==> src/rtl/tbw_pkg.sv <==
// shared constants and types of the tetrahedral barycentric weights core
`default_nettype none

package tbw_pkg;

  // component width of vertices and colors (values above 16 behave as 16)
  localparam int COMPONENT_BITS = 16;
  localparam int CW = (COMPONENT_BITS > 16) ? 16 : COMPONENT_BITS;

  // port widths
  localparam int IN_W      = 16;
  localparam int REG_W     = 48;
  localparam int OUT_W     = 24;
  localparam int CFG_IDX_W = 8;

  // three color channels
  localparam int NUM_COMP = 3;

  // internal arithmetic widths
  localparam int EW = CW + 1;          // edge or offset component
  localparam int PW = 2 * EW;          // product of a pair of edge components
  localparam int XW = PW + 1;          // cross product component
  localparam int DW = 3 * EW + 4;      // determinants, with room for weight d

  // quotient format before rounding: 7 integer bits, 17 fraction bits
  localparam int WQ_INT    = 7;
  localparam int WQ_FRAC   = 17;
  localparam int WQ_BITS   = WQ_INT + WQ_FRAC;
  localparam int DIV_STEPS = WQ_BITS;

  // register indexes
  localparam logic [CFG_IDX_W-1:0] REG_VERTEX_A = CFG_IDX_W'(0);
  localparam logic [CFG_IDX_W-1:0] REG_VERTEX_B = CFG_IDX_W'(1);
  localparam logic [CFG_IDX_W-1:0] REG_VERTEX_C = CFG_IDX_W'(2);
  localparam logic [CFG_IDX_W-1:0] REG_VERTEX_D = CFG_IDX_W'(3);

  typedef logic signed [IN_W-1:0]  color_comp_t;
  typedef logic signed [OUT_W-1:0] weight_t;
  typedef logic [REG_W-1:0]        vertex_t;
  typedef logic signed [DW-1:0]    det_t;

  typedef struct packed {
    vertex_t vertex_a;
    vertex_t vertex_b;
    vertex_t vertex_c;
    vertex_t vertex_d;
  } gamut_t;

  typedef struct packed {
    color_comp_t color_red;
    color_comp_t color_green;
    color_comp_t color_blue;
  } color_t;

  typedef struct packed {
    det_t det;
    det_t det_a;
    det_t det_b;
    det_t det_c;
    det_t det_d;
  } det_res_t;

  typedef struct packed {
    weight_t weight_a;
    weight_t weight_b;
    weight_t weight_c;
    weight_t weight_d;
    logic    degenerate;
  } weights_t;

endpackage

`default_nettype wire

==> src/rtl/tbw_ifs.sv <==
// request channels of the core: color input, weights output, register writes
`default_nettype none


interface tbw_cfg_if import tbw_pkg::*; ();
  logic                      valid;
  logic                      ready;
  logic [CFG_IDX_W-1:0]      index;
  logic [REG_W-1:0]          data;

  modport source (output valid, output index, output data, input ready);
  modport sink (input valid, input index, input data, output ready);
endinterface

`default_nettype wire

==> src/rtl/tbw_cfg_regs.sv <==
// gamut vertex registers and their write decode
`default_nettype none

module tbw_cfg_regs import tbw_pkg::*; (
  input  logic      clk,
  input  logic      rst,
  tbw_cfg_if.sink   cfg,
  output gamut_t    gamut
);

  assign cfg.ready = 1'b1;

  always_ff @(posedge clk) begin
    if (rst) begin
      gamut <= '0;
    end else if (cfg.valid) begin
      case (cfg.index)
        REG_VERTEX_A: gamut.vertex_a <= cfg.data;
        REG_VERTEX_B: gamut.vertex_b <= cfg.data;
        REG_VERTEX_C: gamut.vertex_c <= cfg.data;
        REG_VERTEX_D: gamut.vertex_d <= cfg.data;
        default: ;  // unknown index, write dropped
      endcase
    end
  end

endmodule

`default_nettype wire

==> src/flat_wrapper.sv <==
// flat-port wrapper written by rule: the top's interface ports become plain ports
module tbw_cfg_regs_flat import tbw_pkg::*;
  (clk, rst, gamut, cfg_valid, cfg_index, cfg_data, cfg_ready);
  tbw_cfg_if cfg_i ();
  input  logic clk;
  input  logic rst;
  output gamut_t gamut;
  input wire logic [$bits(cfg_i.valid)-1:0] cfg_valid;
  input wire logic [$bits(cfg_i.index)-1:0] cfg_index;
  input wire logic [$bits(cfg_i.data)-1:0] cfg_data;
  output wire logic [$bits(cfg_i.ready)-1:0] cfg_ready;
  assign cfg_i.valid = cfg_valid;
  assign cfg_i.index = cfg_index;
  assign cfg_i.data = cfg_data;
  assign cfg_ready = cfg_i.ready;
  tbw_cfg_regs u_core (.clk(clk), .rst(rst), .cfg(cfg_i), .gamut(gamut));
endmodule
==> config.mk <==
export PLATFORM = sky130hd
export DESIGN_NAME = tbw_cfg_regs_flat
export DESIGN_NICKNAME = d
export VERILOG_FILES = /design/src/rtl/tbw_pkg.sv /design/src/rtl/tbw_ifs.sv /design/src/rtl/tbw_cfg_regs.sv /design/src/flat_wrapper.sv
export SDC_FILE = /design/constraint.sdc
export NUM_CORES = 1
export LEC_CHECK = 0
export BUFFER_PORTS_ARGS = -buffer_cell sky130_fd_sc_hd__buf_2
export CAP_MARGIN = 10
export CORE_ASPECT_RATIO = 0.8
export CORE_MARGIN = 2
export CORE_UTILIZATION = 50
export DETAILED_ROUTE_END_ITERATION = 7
export PLACE_DENSITY = 0.79
export SYNTH_ARGS = -nofsm -noshare
export SYNTH_HDL_FRONTEND = slang
export SYNTH_SLANG_ARGS = --single-unit
export TNS_END_PERCENT = 10
==> constraint.sdc <==
create_clock -name clk -period 1.6 [get_ports clk]
set_clock_uncertainty 0.05 [all_clocks]
set_input_delay 0.16 -clock clk [delete_from_list [all_inputs] [get_ports clk]]
set_output_delay 0.16 -clock clk [all_outputs]
set_load 0.01 [all_outputs]
==> results of run 1 <==
## layout make-up
class,instances,area [sq um],share of cell area [%]
clock buffers,24,471.7,4.902
clock inverters,6,107.6,1.118
multi-input cells,439,3501,36.38
flip-flops and latches,192,3844,39.95
well taps,189,236.5,2.458
repair buffers,266,1461,15.19
## Yosys cell counts (all sizes together)
cell and count:
and4b 1, and4bb 1, buf 23, clkbuf 26, conb 1, dfxtp 192
mux2i 192, nand2b 240, nand4 1, nand4b 1, nor3 1, nor4b 1
## cells by family (layout without fill, tap and decap cells)
family / Yosys count / after routing / share of synthesized area, %
AND/OR/NAND/NOR: 246 / 246 / 20.54
multiplexers: 192 / 192 / 25.18
flip-flops: 192 / 192 / 50.37
buffers and inverters: 49 / 296 / 3.853
other: 1 / 1 / 0.04914
## worst paths after layout
path | end | startpoint | slack [ns]
setup / recovery | u_core.gamut[182] | cfg_index[6] | 0.46
setup reg to reg | u_core.gamut[14] | u_core.gamut[14] | 0.91
hold / removal | u_core.gamut[97] | cfg_data[1] | 0.02
hold reg to reg | u_core.gamut[165] | u_core.gamut[165] | 0.42
## critical path: stages
cell	delay (ns)
buf_2	0.12
nor4b_4	0.35
and4bb_4	0.35
buf_12	0.21
mux2i_1	0.22
## power by group through the flow
stage / clock, W / combinational (W) / sequential [W]
3_5_place_dp: 0 / 0.000377 / 0.00489
6_report: 0.00422 / 0.000377 / 0.00479
4_1_cts: 0.00431 / 0.000379 / 0.00479
3_3_place_gp: 0 / 0.000378 / 0.00489
5_1_grt: 0.00452 / 0.000410 / 0.00478
2_1_floorplan: 0 / 0.000226 / 0.00490
## per-layer routing
layer	vias up	share of wire (%)
met4	0	1.9
met2	173	45
met5	-	0
li1	2709	-
met3	25	7.4
met1	2573	46
## stage by stage
stage,instances,power (W)
detailed placement,1086,0.005272
CTS,1116,0.009476
global placement,1086,0.005273
floorplan,680,0.005124
global route,1116,0.009711
finish,1116,0.009379
==> metrics, run 1 <==
status=finished clean; clock latency on the worst-skew pair=0.42 ns; largest net degree at the start of global routing=69; max reg flops=192; post-synth top area share=50.37%; crit path max fanout=21; min Tclk post-route=1.143 ns; top cells by area, synth=dfxtp_1, mux2i_1, nand2b_1; die area=16270 sq um; DRC viols=0; Post-CTS Setup Repair Bufs=0; initial antenna violation count=0; hold buffers post-CTS=0; largest area contributor in the netlist=dfxtp_1; Netlist Area Pre-Place=7631 sq um; maximum vdd drop=0.0006696 V; H-Tree Depth=4; Ports=252; register name with the most flops=u_core.gamut; switching power total=0.001880 W; Final nets=975; vias in the first global route=5318; Core ar.=14960 sq um; Seq/Total Area, Yosys=50.37%; switching portion of total power=20.05%; clock buffer depth=2; initial core utilization=50.99%; Clock Power Share=44.9%; relative slew slack=63.34%; Final Max Slew Viols=0; Chip Width=142.1 um; CTS tree=done; syn avg cell area=11.22 sq um; registers with the most flip-flops=u_core.gamut: 192 flops; YS warnings=0; CTS Buf Count=17; LEAKAGE=4.760 nW; post-CTS sizing=0; crit end category=register; GR Overflow Total=0; WS Path Type=input pin to register; synthesis-stage register bit count=192; pre-CTS setup slack=0.02943 ns; Final Hold Viols=0; Overall Global Routing Usage=22.05%; sequential power share=51.0%; Vias=5480; fmax=874.5 MHz; crit path DAT=1.44 ns; met1 usage=28.77%; area grow syn2layout=26.09%; diode count=0; setup ws final=0.4565 ns; Vias/cell=4.910; Antenna Violating Nets Remaining=0; Post-Layout Inst Area=9622 sq um; Worst setup SP type=input pin; Max-Cap Viols=0; Comb pwr share=4.0%; final setup fails=0; routing usage on met3=7.361%; layout cell share with drive strength beyond 1=31.72%; RSZ-0062 raised after global routing=no; HP Class=input pin to register; DP Wirelength=12320 um; first-pass GRT wire length=28010 um; routability cong.=0.7506; commonest non-fill, non-tap cells in the layout=buf_2, nand2b_1, mux2i_1, dfxtp_1, clkbuf_16; GRT Max-Usage Layer=met2; WL per Instance=15.88 um; Post-Syn Instances=680; Worst-path clk slew=0.06 ns; Pint=0.007499 W; syn_nets=739; pwr/cell area=974.8 nW/um^2; routed wire length=17720 um; DR pass1 iterations=4; setup_tns=0 ns; hold path cells=3; final period utilization=71.47%; Initial DRC Count=217; Netlist cell types=16; Die H=114.5 um; Worst-Margin Slew=0.5500 ns; met2 Use GR=34.17%; row cnt=40; DP Area=9042 sq um; Root Driver=clkbuf_16; R2R depth=2; Sink Count=192; # port buffers=250; commonest non-fill, non-tap cell in the layout=buf_2; Fin Hold WS=0.02391 ns; Layout Utilization=64.30%; CP required=1.90 ns; fillers=1216
(Power assumes the default switching activity.)
==> run 2: changes to the inputs <==
--- a/config.mk
+++ b/config.mk
@@ -9,9 +9,9 @@
 export CAP_MARGIN = 10
 export CORE_ASPECT_RATIO = 0.8
 export CORE_MARGIN = 2
-export CORE_UTILIZATION = 50
+export CORE_UTILIZATION = 46
 export DETAILED_ROUTE_END_ITERATION = 7
-export PLACE_DENSITY = 0.79
+export PLACE_DENSITY = 0.77
 export SYNTH_ARGS = -nofsm -noshare
 export SYNTH_HDL_FRONTEND = slang
 export SYNTH_SLANG_ARGS = --single-unit
==> constraint.sdc (replaced) <==
create_clock -name clk -period 1 [get_ports clk]
set_clock_uncertainty 0.05 [all_clocks]
set_input_delay 0.1 -clock clk [delete_from_list [all_inputs] [get_ports clk]]
set_output_delay 0.1 -clock clk [all_outputs]
set_load 0.01 [all_outputs]
==> run 2 against run 1 <==
  * The run now ends with setup timing left
  * Count of clock-buffer cells in the layout is 4 lower
  * Critical path depth unchanged
  * Worst setup slack lost 0.58 ns
  * Combinational power increased by 110%
  * Global-route usage rose by 2.1 points
  * Worst hold slack worse by 0.0024 ns
  * Total power up 68%
  * Non-clock buffer count rose by 58
  * Final cell count up 8.1%
  * Largest cell class unchanged
  * Largest power group unchanged
  * Highest routed layer unchanged
==> metrics, run 2 (synthesis results as in run 1) <==
layout cell share with drive strength beyond 1=51.78%; HP Class=input pin to register; LEAKAGE=5.275 nW; DP Wirelength=12380 um; initial core utilization=46.54%; Vias=5923; Antenna Violating Nets Remaining=0; GR Overflow Total=0; Final Hold Viols=0; pwr/cell area=1343 nW/um^2; max reg flops=192; row cnt=42; crit path max fanout=24; Vias/cell=4.911; largest net degree at the start of global routing=63; routability cong.=0.7672; initial antenna violation count=1; registers with the most flip-flops=u_core.gamut: 192 flops; CP required=1.28 ns; setup ws final=-0.1242 ns; commonest non-fill, non-tap cell in the layout=nand2b_1; clock latency on the worst-skew pair=0.41 ns; routing usage on met3=6.820%; DRC viols=0; CP cell instances=buf_6 -> nor4b_4 -> and4bb_4 -> buf_12 -> mux2i_1; first-pass GRT wire length=33800 um; # port buffers=250; CP max stage delay=0.38 ns; Root Driver=clkbuf_16; crit path DAT=1.41 ns; register name with the most flops=u_core.gamut; flop-to-flop setup slack=0.19 ns; DR pass1 iterations=4; H-Tree Depth=4; met1 usage=27.74%; CTS tree=done; routed wire length=21460 um; Top delay family on crit path=simple AND/OR/NAND/NOR gates; Die H=119.2 um; Initial DRC Count=201; Final Max Slew Viols=0; GRT Max-Usage Layer=met2; Fin Hold WS=0.02148 ns; CTS Buf Count=17; pre-CTS setup slack=-0.4760 ns; Overall Global Routing Usage=24.18%; fmax=889.5 MHz; crit end category=register; Worst-path clk slew=0.07 ns; final setup fails=369; WS Path Type=input pin to register; Core ar.=16400 sq um; area grow syn2layout=53.75%; Worst Path Buf+Inv=2; min Tclk post-route=1.124 ns; maximum vdd drop=0.001326 V; final period utilization=112.4%; clock buffer depth=2; Sink Count=192; commonest non-fill, non-tap cells in the layout=nand2b_1, buf_6, dfxtp_2, mux2i_1, buf_2; status=complete, but fails checks; die area=17640 sq um; vias in the first global route=6419; Max-Cap Viols=0; failing checks=setup timing; WL per Instance=17.80 um; CP max stage cell=nor4b_4; Chip Width=148 um; Final nets=1033; met2 Use GR=43.29%; RSZ-0062 raised after global routing=yes; Worst setup SP type=input pin; Ports=252
-- run 2: final timing paths --
check	cells after the start	startpoint	end
hold / removal	3	cfg_data[41]	u_core.gamut[137]
setup / recovery	5	cfg_index[6]	u_core.gamut[183]
setup reg to reg	3	u_core.gamut[175]	u_core.gamut[175]
hold reg to reg	2	u_core.gamut[60]	u_core.gamut[60]
-- run 2: layer usage --
metal	wire length [um]	share of wire [%]
met1	8679	40
met2	11050	51
met3	1293	6.0
met4	440	2.1
met5	0	0
-- run 2: cell type report --
cell class                 count  area (sq um)
clock buffer                  20         456.7
tap                          220         275.3
timing repair buffer         324          3237
clock inverter                10         172.7
multi-input combinational    439          3505
antenna                        1         2.502
fill                        1067          4663
sequential                   192          4084
-- run 2: report_power, final --
part	total (W)	leakage (nW)	internal (W)	switching, W
sequential	0.00765	1.65	0.00765	0.00000758
clock	0.00731	0.308	0.00435	0.00296
combinational	0.000804	3.32	0.000453	0.000352
-- run 2: per-stage QoR --
step                utilization (%)  total power (W)  std cells  setup TNS [ns]  cell area, sq um
CTS                           71.42          0.01584       1205          -5.392             11710
detailed placement            55.97         0.008474       1128          -79.05              9176
finish                        71.56          0.01576       1206          -12.83             11730
global placement              55.97         0.008475       1128          -75.32              9176
floorplan                         -         0.008198        680          -36.75              7639
global route                  71.56          0.01625       1206          -24.23             11730
-- run 2: timing repair --
action,in CTS,in global routing
buffers inserted,8,0
gates resized for setup,386,6
endpoints found under the hold margin,131,0
pin swaps,1,0
setup endpoints to repair,240,378
hold buffers,39,0
-- run 2: worst min-delay path, stage by stage --
cell	delay [ns]
buf_2	0.10
nand2b_1	0.15
mux2i_1	0.09
